$ cat config.mk
export PLATFORM = sky130hd
export DESIGN_NAME = thumb_data_processing_unit
export DESIGN_NICKNAME = d
export VERILOG_FILES = /design/src/design/tdpu_pkg.sv /design/src/design/tdpu_ram.sv /design/src/design/tdpu_alu.sv /design/src/design/thumb_data_processing_unit.sv
export SDC_FILE = /design/constraint.sdc
export NUM_CORES = 2
export LEC_CHECK = 0
export BUFFER_PORTS_ARGS = -buffer_cell sky130_fd_sc_hd__buf_2
export CAP_MARGIN = 40
export CELL_PAD_IN_SITES_DETAIL_PLACEMENT = 0
export CELL_PAD_IN_SITES_GLOBAL_PLACEMENT = 1
export CORE_MARGIN = 5
export CORE_UTILIZATION = 25
export CTS_CLUSTER_DIAMETER = 120
export CTS_CLUSTER_SIZE = 12
export DETAILED_ROUTE_END_ITERATION = 6
export MAX_ROUTING_LAYER = met4
export PLACE_DENSITY = 0.49
export SYNTH_ARGS = -nofsm -noshare
export SYNTH_HDL_FRONTEND = slang
export SYNTH_SLANG_ARGS = --single-unit
export TNS_END_PERCENT = 50
$ cat constraint.sdc
create_clock -name clk -period 8.5 [get_ports clk]
set_input_delay 0.425 -clock clk [delete_from_list [all_inputs] [get_ports clk]]
set_output_delay 0.425 -clock clk [all_outputs]
set_load 0.02 [all_outputs]
$ cat src/design/tdpu_pkg.sv
package tdpu_pkg;

    // Low register file geometry
    localparam int NUM_REGS = 8;
    localparam int REG_W    = 32;
    localparam int REG_AW   = 3;

    // Result item, packed onto m_axis_tdata
    localparam int OUT_TDATA_W = 48;
    localparam int IN_TDATA_W  = 16;

    // Shifter kinds (format 1 op field uses the first three codes)
    typedef enum logic [1:0] {
        SH_LSL = 2'd0,
        SH_LSR = 2'd1,
        SH_ASR = 2'd2,
        SH_ROR = 2'd3
    } shift_kind_t;

    // Format 3 opcodes
    localparam logic [1:0] F3_MOV = 2'd0;
    localparam logic [1:0] F3_CMP = 2'd1;
    localparam logic [1:0] F3_ADD = 2'd2;
    localparam logic [1:0] F3_SUB = 2'd3;

    // Format 4 register ALU opcodes
    localparam logic [3:0] ALU_AND = 4'h0;
    localparam logic [3:0] ALU_EOR = 4'h1;
    localparam logic [3:0] ALU_LSL = 4'h2;
    localparam logic [3:0] ALU_LSR = 4'h3;
    localparam logic [3:0] ALU_ASR = 4'h4;
    localparam logic [3:0] ALU_ADC = 4'h5;
    localparam logic [3:0] ALU_SBC = 4'h6;
    localparam logic [3:0] ALU_ROR = 4'h7;
    localparam logic [3:0] ALU_TST = 4'h8;
    localparam logic [3:0] ALU_NEG = 4'h9;
    localparam logic [3:0] ALU_CMP = 4'hA;
    localparam logic [3:0] ALU_CMN = 4'hB;
    localparam logic [3:0] ALU_ORR = 4'hC;
    localparam logic [3:0] ALU_MUL = 4'hD;
    localparam logic [3:0] ALU_BIC = 4'hE;
    localparam logic [3:0] ALU_MVN = 4'hF;

    // Format detection on the top instruction bits
    localparam logic [4:0] F2_PREFIX = 5'b00011;
    localparam logic [2:0] F1_PREFIX = 3'b000;
    localparam logic [2:0] F3_PREFIX = 3'b001;
    localparam logic [5:0] F4_PREFIX = 6'b010000;

    typedef struct packed {
        logic n;
        logic z;
        logic c;
        logic v;
    } flags_t;

    typedef struct packed {
        logic                handled;
        logic                write_enable;
        logic [REG_AW-1:0]   dest_index;
        logic [REG_W-1:0]    result_value;
        flags_t              flags;
    } exec_result_t;

endpackage

$ cat src/design/tdpu_ram.sv
module tdpu_ram #(
    parameter int WIDTH = 32,
    parameter int DEPTH = 8
) (
    input  logic                     clk,
    input  logic                     we,
    input  logic [$clog2(DEPTH)-1:0] waddr,
    input  logic [WIDTH-1:0]         wdata,
    input  logic                     re,
    input  logic [$clog2(DEPTH)-1:0] raddr_a,
    input  logic [$clog2(DEPTH)-1:0] raddr_b,
    output logic [WIDTH-1:0]         rdata_a,
    output logic [WIDTH-1:0]         rdata_b
);

    logic [WIDTH-1:0] mem [DEPTH];

    // One write port, two registered read ports
    always_ff @(posedge clk)
    begin
        if (we)
        begin
            mem[waddr] <= wdata;
        end
        if (re)
        begin
            rdata_a <= mem[raddr_a];
            rdata_b <= mem[raddr_b];
        end
    end

endmodule

$ cat src/design/tdpu_alu.sv
module tdpu_alu (
    input  logic [15:0]                  instr,
    input  logic [tdpu_pkg::REG_W-1:0]   op_a,
    input  logic [tdpu_pkg::REG_W-1:0]   op_b,
    input  tdpu_pkg::flags_t             flags_in,
    output tdpu_pkg::exec_result_t       result
);

    import tdpu_pkg::*;

    // Barrel shifter, returns {carry, value}
    function automatic logic [32:0] barrel(input shift_kind_t kind, input logic [31:0] x,
                                           input logic [7:0] n, input logic cin);
        logic [32:0] t;
        logic [63:0] w;
        logic [32:0] r;
        logic        lt;
        logic        is32;
        lt   = (n < 8'd32);
        is32 = (n == 8'd32);
        r    = {cin, x};
        w    = '0;
        t    = '0;
        if (n != 8'd0)
        begin
            case (kind)
                SH_LSL:
                begin
                    if (lt)
                    begin
                        t = {1'b0, x} << n[4:0];
                        r = t;
                    end
                    else
                    begin
                        r = {is32 & x[0], 32'd0};
                    end
                end
                SH_LSR:
                begin
                    if (lt)
                    begin
                        t = {x, 1'b0} >> n[4:0];
                        r = {t[0], t[32:1]};
                    end
                    else
                    begin
                        r = {is32 & x[31], 32'd0};
                    end
                end
                SH_ASR:
                begin
                    if (lt)
                    begin
                        t = $signed({x, 1'b0}) >>> n[4:0];
                        r = {t[0], t[32:1]};
                    end
                    else
                    begin
                        r = {x[31], {32{x[31]}}};
                    end
                end
                SH_ROR:
                begin
                    w = {x, x} >> n[4:0];
                    r = {w[31], w[31:0]};
                end
                default:
                begin
                    r = {cin, x};
                end
            endcase
        end
        return r;
    endfunction

    logic        is_f1, is_f2, is_f3, is_f4;
    logic [1:0]  f3_op;
    logic [3:0]  f4_op;
    logic [31:0] imm8;
    logic [31:0] f2_b;

    shift_kind_t sh_kind;
    logic [7:0]  sh_n;
    logic [32:0] sh_out;
    logic [31:0] add_x, add_y;
    logic        add_c;
    logic [32:0] sum;
    logic        add_v;
    logic [31:0] prod;

    // Format decode
    assign is_f2 = (instr[15:11] == F2_PREFIX);
    assign is_f1 = (instr[15:13] == F1_PREFIX) && !is_f2;
    assign is_f3 = (instr[15:13] == F3_PREFIX);
    assign is_f4 = (instr[15:10] == F4_PREFIX);
    assign f3_op = instr[12:11];
    assign f4_op = instr[9:6];
    assign imm8  = {24'd0, instr[7:0]};
    assign f2_b  = instr[10] ? {29'd0, instr[8:6]} : op_b;

    // Operand selection for the shared shifter and adder
    always_comb
    begin
        sh_kind = SH_LSL;
        sh_n    = 8'd0;
        add_x   = op_a;
        add_y   = op_b;
        add_c   = 1'b0;
        if (is_f2)
        begin
            add_y = instr[9] ? ~f2_b : f2_b;
            add_c = instr[9];
        end
        else if (is_f1)
        begin
            sh_kind = shift_kind_t'(instr[12:11]);
            if (instr[10:6] == 5'd0 && instr[12:11] != SH_LSL)
            begin
                sh_n = 8'd32;
            end
            else
            begin
                sh_n = {3'd0, instr[10:6]};
            end
        end
        else if (is_f3)
        begin
            add_y = (f3_op == F3_ADD) ? imm8 : ~imm8;
            add_c = (f3_op != F3_ADD);
        end
        else if (is_f4)
        begin
            sh_n = op_b[7:0];
            case (f4_op)
                ALU_LSL: sh_kind = SH_LSL;
                ALU_LSR: sh_kind = SH_LSR;
                ALU_ASR: sh_kind = SH_ASR;
                ALU_ROR: sh_kind = SH_ROR;
                ALU_ADC: add_c = flags_in.c;
                ALU_SBC:
                begin
                    add_y = ~op_b;
                    add_c = flags_in.c;
                end
                ALU_NEG:
                begin
                    add_x = 32'd0;
                    add_y = ~op_b;
                    add_c = 1'b1;
                end
                ALU_CMP:
                begin
                    add_y = ~op_b;
                    add_c = 1'b1;
                end
                default: sh_kind = SH_LSL;
            endcase
        end
    end

    assign sh_out = barrel(sh_kind, op_a, sh_n, flags_in.c);
    assign sum    = {1'b0, add_x} + {1'b0, add_y} + {32'd0, add_c};
    assign add_v  = (add_x[31] ^ sum[31]) & (add_y[31] ^ sum[31]);
    assign prod   = op_a * op_b;

    // Result and flag selection
    always_comb
    begin
        logic use_add;
        logic use_sh;
        logic [31:0] val;
        use_add = 1'b0;
        use_sh  = 1'b0;
        val     = 32'd0;
        result.handled      = 1'b1;
        result.write_enable = 1'b1;
        result.dest_index   = instr[2:0];
        if (is_f2)
        begin
            use_add = 1'b1;
        end
        else if (is_f1)
        begin
            use_sh = 1'b1;
        end
        else if (is_f3)
        begin
            result.dest_index = instr[10:8];
            if (f3_op == F3_MOV)
            begin
                val = imm8;
            end
            else
            begin
                use_add = 1'b1;
            end
            if (f3_op == F3_CMP)
            begin
                result.write_enable = 1'b0;
            end
        end
        else if (is_f4)
        begin
            case (f4_op)
                ALU_AND, ALU_TST: val = op_a & op_b;
                ALU_EOR:          val = op_a ^ op_b;
                ALU_ORR:          val = op_a | op_b;
                ALU_MUL:          val = prod;
                ALU_BIC:          val = op_a & ~op_b;
                ALU_MVN:          val = ~op_b;
                ALU_LSL, ALU_LSR, ALU_ASR, ALU_ROR: use_sh = 1'b1;
                default:          use_add = 1'b1;
            endcase
            if (f4_op == ALU_TST || f4_op == ALU_CMP || f4_op == ALU_CMN)
            begin
                result.write_enable = 1'b0;
            end
        end
        else
        begin
            result.handled      = 1'b0;
            result.write_enable = 1'b0;
            result.dest_index   = '0;
        end

        if (use_add)
        begin
            val = sum[31:0];
        end
        else if (use_sh)
        begin
            val = sh_out[31:0];
        end

        result.result_value = val;
        result.flags        = flags_in;
        if (result.handled)
        begin
            result.flags.n = val[31];
            result.flags.z = (val == 32'd0);
            if (use_add)
            begin
                result.flags.c = sum[32];
                result.flags.v = add_v;
            end
            else if (use_sh)
            begin
                result.flags.c = sh_out[32];
            end
        end
    end

endmodule

$ cat src/design/thumb_data_processing_unit.sv
// Thumb data-processing execute unit (formats 1 to 4).
// Input channel s_axis_*: one 16-bit Thumb instruction per item.
// Output channel m_axis_*: one result item per instruction: handled flag,
// write enable, destination index, 32-bit value and the N, Z, C, V flags
// after the instruction. Unhandled encodings give a zero value and index and
// report the current flags without changing any state.
// The instruction register loads at the accepting edge, and the result register
// loads when the instruction advances; m_axis_tvalid then shows the result.
// Throughput: one item per cycle while the receiver takes the results; the
// operand read of the eight-entry register file is issued as the item is
// accepted and forwarded from the write of the item ahead of it.
// Reset clears the register file (per-entry valid bits) and the flags, and
// empties both stages. A stalled receiver holds the result register; one
// more item may wait in the instruction register, after which s_axis_tready
// drops until the result is taken. The register file and flags change only
// when an instruction moves into the result register.
module thumb_data_processing_unit (
    input  logic        clk,
    input  logic        rst_n,
    input  logic        s_axis_tvalid,
    output logic        s_axis_tready,
    input  logic [15:0] s_axis_tdata,   // [15:0] instruction
    output logic        m_axis_tvalid,
    input  logic        m_axis_tready,
    // [0] handled, [1] write_enable, [4:2] dest_index, [36:5] result_value,
    // [37] flag_negative, [38] flag_zero, [39] flag_carry, [40] flag_overflow
    output logic [tdpu_pkg::OUT_TDATA_W-1:0] m_axis_tdata
);

    import tdpu_pkg::*;

    logic                  accept;
    logic                  advance;
    logic                  in_valid_reg;
    logic [15:0]           instr_reg;
    logic                  in_f3, in_f4;
    logic [REG_AW-1:0]     raddr_a, raddr_b;
    logic                  a_byp_reg, b_byp_reg;
    logic                  a_vld_reg, b_vld_reg;
    logic [REG_W-1:0]      fwd_data_reg;
    logic [REG_W-1:0]      ram_qa, ram_qb;
    logic [REG_W-1:0]      op_a, op_b;
    logic [NUM_REGS-1:0]   rf_valid_reg;
    logic                  rf_we;
    flags_t                flags_reg;
    exec_result_t          exec_res;
    logic                  out_valid_reg;
    exec_result_t          out_reg;

    // Handshake and stage advance
    assign advance       = in_valid_reg && (!out_valid_reg || m_axis_tready);
    assign s_axis_tready = !in_valid_reg || advance;
    assign accept        = s_axis_tvalid && s_axis_tready;
    assign rf_we         = advance && exec_res.handled && exec_res.write_enable;

    // Register file read addresses from the incoming instruction
    assign in_f3   = (s_axis_tdata[15:13] == F3_PREFIX);
    assign in_f4   = (s_axis_tdata[15:10] == F4_PREFIX);
    assign raddr_a = in_f3 ? s_axis_tdata[10:8] :
                     (in_f4 ? s_axis_tdata[2:0] : s_axis_tdata[5:3]);
    assign raddr_b = in_f4 ? s_axis_tdata[5:3] : s_axis_tdata[8:6];

    tdpu_ram #(
        .WIDTH (REG_W),
        .DEPTH (NUM_REGS)
    ) u_regfile (
        .clk     (clk),
        .we      (rf_we),
        .waddr   (exec_res.dest_index),
        .wdata   (exec_res.result_value),
        .re      (accept),
        .raddr_a (raddr_a),
        .raddr_b (raddr_b),
        .rdata_a (ram_qa),
        .rdata_b (ram_qb)
    );

    // Instruction stage control and operand forwarding flags
    always_ff @(posedge clk or negedge rst_n)
    begin
        if (!rst_n)
        begin
            in_valid_reg <= 1'b0;
            a_byp_reg    <= 1'b0;
            b_byp_reg    <= 1'b0;
            a_vld_reg    <= 1'b0;
            b_vld_reg    <= 1'b0;
        end
        else
        begin
            if (accept)
            begin
                in_valid_reg <= 1'b1;
                a_byp_reg    <= rf_we && (exec_res.dest_index == raddr_a);
                b_byp_reg    <= rf_we && (exec_res.dest_index == raddr_b);
                a_vld_reg    <= rf_valid_reg[raddr_a];
                b_vld_reg    <= rf_valid_reg[raddr_b];
            end
            else if (advance)
            begin
                in_valid_reg <= 1'b0;
            end
        end
    end

    // Instruction stage payload
    always_ff @(posedge clk)
    begin
        if (accept)
        begin
            instr_reg    <= s_axis_tdata;
            fwd_data_reg <= exec_res.result_value;
        end
    end

    assign op_a = a_byp_reg ? fwd_data_reg : (a_vld_reg ? ram_qa : '0);
    assign op_b = b_byp_reg ? fwd_data_reg : (b_vld_reg ? ram_qb : '0);

    tdpu_alu u_alu (
        .instr    (instr_reg),
        .op_a     (op_a),
        .op_b     (op_b),
        .flags_in (flags_reg),
        .result   (exec_res)
    );

    // Architectural state: flags and register valid bits
    always_ff @(posedge clk or negedge rst_n)
    begin
        if (!rst_n)
        begin
            flags_reg    <= '0;
            rf_valid_reg <= '0;
        end
        else
        begin
            if (advance && exec_res.handled)
            begin
                flags_reg <= exec_res.flags;
            end
            if (rf_we)
            begin
                rf_valid_reg[exec_res.dest_index] <= 1'b1;
            end
        end
    end

    // Result stage
    always_ff @(posedge clk or negedge rst_n)
    begin
        if (!rst_n)
        begin
            out_valid_reg <= 1'b0;
        end
        else if (advance)
        begin
            out_valid_reg <= 1'b1;
        end
        else if (m_axis_tready)
        begin
            out_valid_reg <= 1'b0;
        end
    end

    always_ff @(posedge clk)
    begin
        if (advance)
        begin
            out_reg <= exec_res;
        end
    end

    assign m_axis_tvalid = out_valid_reg;
    assign m_axis_tdata  = {7'd0,
                            out_reg.flags.v, out_reg.flags.c,
                            out_reg.flags.z, out_reg.flags.n,
                            out_reg.result_value, out_reg.dest_index,
                            out_reg.write_enable, out_reg.handled};

`ifndef NO_ASSERTIONS
    a_unhandled_no_write: assert property (@(posedge clk) disable iff (!rst_n)
        advance && !exec_res.handled |-> !rf_we)
        else $error("unhandled instruction writes the register file");

    a_flags_hold_when_idle: assert property (@(posedge clk) disable iff (!rst_n)
        !advance |=> $stable(flags_reg))
        else $error("flags changed without an instruction retiring");

    a_valid_bits_grow: assert property (@(posedge clk) disable iff (!rst_n)
        1'b1 |=> ((rf_valid_reg & $past(rf_valid_reg)) == $past(rf_valid_reg)))
        else $error("register valid bit cleared after reset");

    a_full_stall_blocks: assert property (@(posedge clk) disable iff (!rst_n)
        in_valid_reg && out_valid_reg && !m_axis_tready |-> !s_axis_tready)
        else $error("item accepted while both stages are full and stalled");

    a_retire_fills_output: assert property (@(posedge clk) disable iff (!rst_n)
        advance |=> m_axis_tvalid)
        else $error("retired instruction produced no result item");
`endif

endmodule
* After elaboration in Yosys (flattened, before gate mapping) *
Memories as Yosys holds them, arrays and structs flattened. A register that Yosys moved wholly into a read port is not among the register bits.
Index checks and enable logic that the tools add are counted.

storage, ports and cells
  memories kept = 1
  latch bits = 0
  logic and storage cells = 192
  memory bits (writable) = 256
  register bits after elaboration = 107
  output and inout port bits = 50
  ROM bits = 0
  bits of input ports = 20

memory list
  name           words  bits a word  read ports  clocked after memory_dff  wr ports  line            source
  u_regfile.mem  8      32           2           2                         1         tdpu_ram.sv:16  logic [WIDTH-1:0] mem [DEPTH];

cells by class
  add/sub/neg operators = 2
  reduce and logical (&&, ||, !) cells = 32
  magnitude comparators = 5
  multipliers = 1
  bitwise logic cells = 13
  muxes and demuxes = 84
  shift operators = 4
  equality and inequality tests = 29
  divide/modulo/power cells = 0

operators by type and width
  kind                                                                   number
  32-bit 2-to-1 mux                                                      23
  32-bit one-hot mux with 6 select lines                                 1
  33-bit 2-to-1 mux                                                      4
  33-bit one-hot mux with 4 select lines                                 1
  32-bit bitwise AND                                                     2
  32-bit NOT                                                             2
  64-bit by 5-bit right shift with 32-bit output                         1
  8-bit 2-to-1 mux                                                       5
  32-bit by 32-bit adder with 33-bit output                              1
  33-bit by 1-bit adder with 33-bit output                               1
  32-bit by 5-bit << shifter with 33-bit output                          1
  33-bit by 5-bit right shift with 33-bit output                         1
  33-bit by 5-bit >>> shifter with 33-bit output                         1
  4-bit equality test, second input constant                             8
  32-bit logical NOT                                                     1
  32-bit by 32-bit multiplier with 32-bit output                         1
  1-bit 2-to-1 mux                                                       32
  8-bit NOT with 32-bit output                                           1
  32-bit OR                                                              1
  32-bit XOR                                                             1
  4-bit by 3-bit equality test with 1-bit output, second input constant  4
  6-bit by 5-bit equality test with 1-bit output, second input constant  2
  3-bit by 4-bit < comparator with 1-bit output, second input constant   3
  3-bit 2-to-1 mux                                                       4
  other kinds (35)                                                       68

* Depth between registers and ports, before layout *
  word-level depth = 15
  gate-level depth with buffers = 37

* Modules after synthesis *
From an unflattened synthesis, not the netlist that was laid out.

second synthesis, totals
  cell total of the unflattened synthesis = 4578
  area total of the unflattened synthesis = 45716.3 µm²

modules (own cells, without submodules)
  module                      instances  sequential area each (µm²)  cells each  area an instance (µm²)
  tdpu_alu                    1          0.0                         3712        27282.4
  tdpu_ram                    1          9609.2                      561         13820.8
  thumb_data_processing_unit  1          3123.0                      305         4613.2

* Worst setup path after synthesis *
OpenSTA, ideal clock, no wires.

  path kind = reg-to-reg
  start = register a_byp_reg
  end = register flags_reg[2] in the netlist's numbering
  library setup time = 0.094 ns
  setup slack = -0.862 ns
  required time = 8.406 ns
  arrival = 9.268 ns
  cell stages (with the launch flop) = 34
  clock period less this slack = 9.362 ns
  cells stage by stage = dfrtp_1 -> buf_2 -> nor2b_1 -> clkbuf_1 -> clkbuf_1 -> a22o_1 -> clkbuf_1 -> inv_1 -> buf_1 -> nor2_1 -> fa_1 -> inv_1 -> fa_1 -> fa_1 -> fa_1 -> inv_1 -> fa_1 -> fa_1 -> fa_1 -> fa_1 -> ha_1 -> a21o_1 -> a21o_1 -> a311oi_1 -> nand3_1 -> a41oi_1 -> o21bai_1 -> a21o_1 -> xnor2_1 -> nor2_1 -> or4_1 -> nor4b_1 -> nand4b_1 -> o31ai_2

RTL lines
  element                   line                               source
  start: declaration        thumb_data_processing_unit.sv:38   logic a_byp_reg, b_byp_reg;
  start signal: assignment  thumb_data_processing_unit.sv:94   a_byp_reg <= rf_we && (exec_res.dest_index == raddr_a);
  end signal: assignment    thumb_data_processing_unit.sv:139  flags_reg <= exec_res.flags;
  end: declaration          thumb_data_processing_unit.sv:45   flags_t flags_reg;

==> results list <==
- Area added between synthesis and finish: 21.3%
- Bufs and invs on worst path: 9
* Register bit count reported by yosys: 427
- Per report_power, the combinational group accounts for 41.8% of the total.
* Run status: finished, violations left
- Post-route fraction of the period consumed by the critical path: 103%
* Maximum Capacitance Violations: 0
* Placed wire-length estimate: 207 mm
* Number of violations reported at the end of detailed-routing iteration 0: 5,072
- For this run, the number of standard cells in the final layout without fillers is 7,854.
- Fraction of layout cells with a size suffix above 1: 20.4%
- Worst path top cell family by delay: adder cells
- Clock insertion delay at the later pin of the skew report: 0.62 ns
* Total negative setup slack: -3.52 ns
- Post-synth top area cell: edfxtp_1
* Number of global-route vias before repair: 43,300
- The pre-antenna-repair detailed-routing pass consisted of 6 iterations.
* Top cells by area, synth: edfxtp_1, fa_1, nand2_1
* Synthesized area per cell: 9.01 sq um
- By startpoint and endpoint, the worst setup path is classified as flip-flop to flip-flop.
* Final core utilization: 30.5%
- Setup slack on the critical path of the routed design comes to -0.281 ns.
- Max-slew violations: 0
- DRC viols: 0
* Tightest Pin Transition: 1.16 ns
- Overall power consumption after layout is estimated at 0.00734 W.
- On the critical path, the stage with the largest delay is an instance of or4_4.
- VDD IR-drop max: 0.000130 V
* Register clock-pin slew on the reported worst setup and hold paths: 0.08 ns
* Relative max-transition margin: 22.5%
- Cell area after technology mapping: 0.0454 sq mm
- The worst setup path is captured at a flip-flop.
* Number of clock buffers inserted by TritonCTS: 41
- The floorplan step defined a die boundary enclosing 0.190 sq mm.
- In this run the worst path has a maximum fanout of 14.
- TritonCTS clock tree: done
- Power density over the cells: 133 mW/mm^2
- At the end of the flow, the number of nets in the layout was 6,081.
* Sequential share of power: 34.1%
- The worst setup path is launched from a flip-flop.
- Initial antenna violation count: 16
- Number of nets with antenna violations after routing: 0
- Pin placement for this block handled 70 I/O pins.
* Total core area: 0.181 sq mm
- The share of total power dissipated in the clock network is 24.2%.
* Height of the die: 436 um
- STA puts the critical path data required time at 8.96 ns.
- Arrival time at the worst endpoint: 9.24 ns
- Largest net degree at the start of global routing: 102
- Slowest cell delay on critical path: 0.58 ns
- # placed instances: 7,760
- Row count: 156
- During placement, the flow inserted port buffers numbering 62.
* Overall via count from detail_route: 43,500
- Total overflow reported by the global router: 0
- Flip-flop count of the largest register after layout: 256
* Yosys warning count: 0
- After layout, the minimum clock period comes to 8.78 ns.
* Setup repair after global routing missed its margin: yes
* Worst setup slack before clock tree synthesis: -1.21 ns
- Clock tree skew after final layout: 0.0480 ns
- u_regfile.mem holds more flip-flops than any other register.
* Gate count of the mapped netlist: 5,039
* Synth async-reset ratio: 4.22%
* Violations in the final reports: negative setup slack
* Final hold violation count: 0
* Global placement routability congestion: 1.04
- After synthesis, flip-flops and latches occupy 28.0% of the total area.
- Clock sink count: 427
- Setup violations remaining at the end of the flow were counted as 33.
- Top FF cell, synth: edfxtp_1
- First-pass GRT wire length: 360 mm
* Routed WL per cell: 33.5 um
- Leakage power: 21.9 nW
* Layout filler cell count: 19,200
* Post-synth cell types: 91
* HP Class: input port to flip-flop
* Fraction of power spent switching nets: 40.1%
* Average via count per standard cell: 5.54
- Summed over all layers, the routed wires come to 263 mm.
* Depth of the CTS H-tree: 2
- Cell chosen for the clock root: clkbuf_16
- Internal power consumption: 0.00439 W
- Yosys top cell area share: 27.0%
* Switching component of the power: 0.00295 W
- Number of enable flip-flop cells after synthesis: 409
- From left edge to right edge, the die measures 436 um.
- Max clock buf depth: 3
* Max Clock Freq: 114 MHz
- Tot GR Track Use: 27.5%
* Initial Util: 25.1%
- The most numerous cell type found on the critical path is fa_1.
==> synth_stat cells, types with 17 or more instances <==
cell	number
a2111oi_0	17
a211o_1	18
a211oi_1	63
a21o_1	22
a21oi_1	237
a221oi_1	49
a22o_1	47
a22oi_1	30
a31oi_1	35
and2_1	17
buf_1	61
buf_2	33
clkbuf_1	271
clkinv_1	18
dfrtp_1	18
edfxtp_1	409
fa_1	410
ha_1	202
inv_1	437
mux2_2	37
mux2i_1	32
mux4_2	66
nand2_1	698
nand2b_1	19
nand3_1	198
nand4_1	17
nor2_1	596
nor2b_1	17
nor3_1	90
o211ai_1	39
o21ai_0	227
o221ai_1	34
o22ai_1	45
o311ai_0	35
o32ai_1	64
or2_2	23
xnor2_1	113
xor2_1	33
==> final timing paths <==
path	startpoint	slack (ns)	cells past startpoint	end
min	s_axis_tdata[9]	0.02	1	instr_reg[9]$_DFFE_PP_
max in group asynchronous	rst_n	7.56	2	a_byp_reg$_DFFE_PN0P_
min in group asynchronous	rst_n	0.41	2	in_valid_reg$_DFFE_PN0P_
max	a_byp_reg$_DFFE_PN0P_	-0.28	32	m_axis_tdata[38]$_DFFE_PP_
max reg2reg	a_byp_reg$_DFFE_PN0P_	-0.28	32	m_axis_tdata[38]$_DFFE_PP_
min reg2reg	flags_reg[3]$_DFFE_PN0P_	0.49	2	flags_reg[3]$_DFFE_PN0P_
==> cells in the final DEF (no fill, tap or decap), types with 80 or more instances in the layout <==
cell type / count
ha_1: 192
buf_4: 588
fa_1: 402
edfxtp_1: 409
o21ai_0: 216
nand3_1: 197
xnor2_1: 108
nor2_1: 565
a21oi_1: 229
buf_2: 80
inv_1: 419
nand2_1: 694
nor3_1: 84
==> timing repair <==
action	in CTS	in global routing
pin swaps	39	31
cloned	1	0
endpoints found under the setup margin	131	144
hold endpoints to repair	18	0
buffers inserted	11	3
resized for setup	119	46
hold buffers	1	0
==> cell families (layout without fill, tap and decap cells) <==
group	Yosys count	count (layout)	share of synthesized area (%)
flip-flops	427	427	28.0
AND/OR/NAND/NOR	1750	1750	16.3
adder cells (fa/ha/maj)	612	612	23.6
buffers and inverters	837	1266	7.13
other	1	17	0.00826
multiplexers	135	135	4.89
XOR/XNOR	146	146	2.82
AO/OA/AOI/OAI	1131	1131	17.1
==> metal layers <==
layer	wire length, um	GRT usage [%]
met5	0	-
met2	114000	41.1
met1	112000	36.3
met4	16600	13.7
met3	19800	4.27
==> worst reg2reg max path: cells and delay by family, from the launching register on <==
kind,cells,cell delay (ns)
compound gates,7,1.59
xor+xnor,1,0.14
buf+inv,9,1.10
fa+ha+maj,10,3.80
flops,1,0.45
simple gates,5,1.56
==> through the flow <==
| step | area, sq um | hold slack [ns] |
|---|---|---|
| 2_1_floorplan | 45700 | 0.129 |
| 3_3_place_gp | 52800 | 0.459 |
| 3_5_place_dp | 53000 | 0.469 |
| 4_1_cts | 54800 | 0.000167 |
| 5_1_grt | 55100 | 0.0189 |
| 6_report | 55100 | 0.0226 |
==> power by group through the flow <==
stage,logic (W),clock network (W),registers (W)
4_1_cts,0.00298,0.00184,0.00250
3_3_place_gp,0.00290,0,0.00254
2_1_floorplan,0.00137,0,0.00251
3_5_place_dp,0.00291,0,0.00254
6_report,0.00306,0.00177,0.00250
5_1_grt,0.00319,0.00191,0.00250
==> area by class of cell <==
class,count,area (sq um),share of cell area [%]
Multi-Input combinational cell,3781,30500,55.3
Sequential cell,427,12700,23.1
Timing Repair Buffer,738,5950,10.8
Tap cell,2370,2970,5.38
Inverter,460,1740,3.16
Clock buffer,64,1110,2.02
Clock inverter,4,96.3,0.175
Antenna cell,10,25.0,0.0454
(Power assumes the default switching activity.)
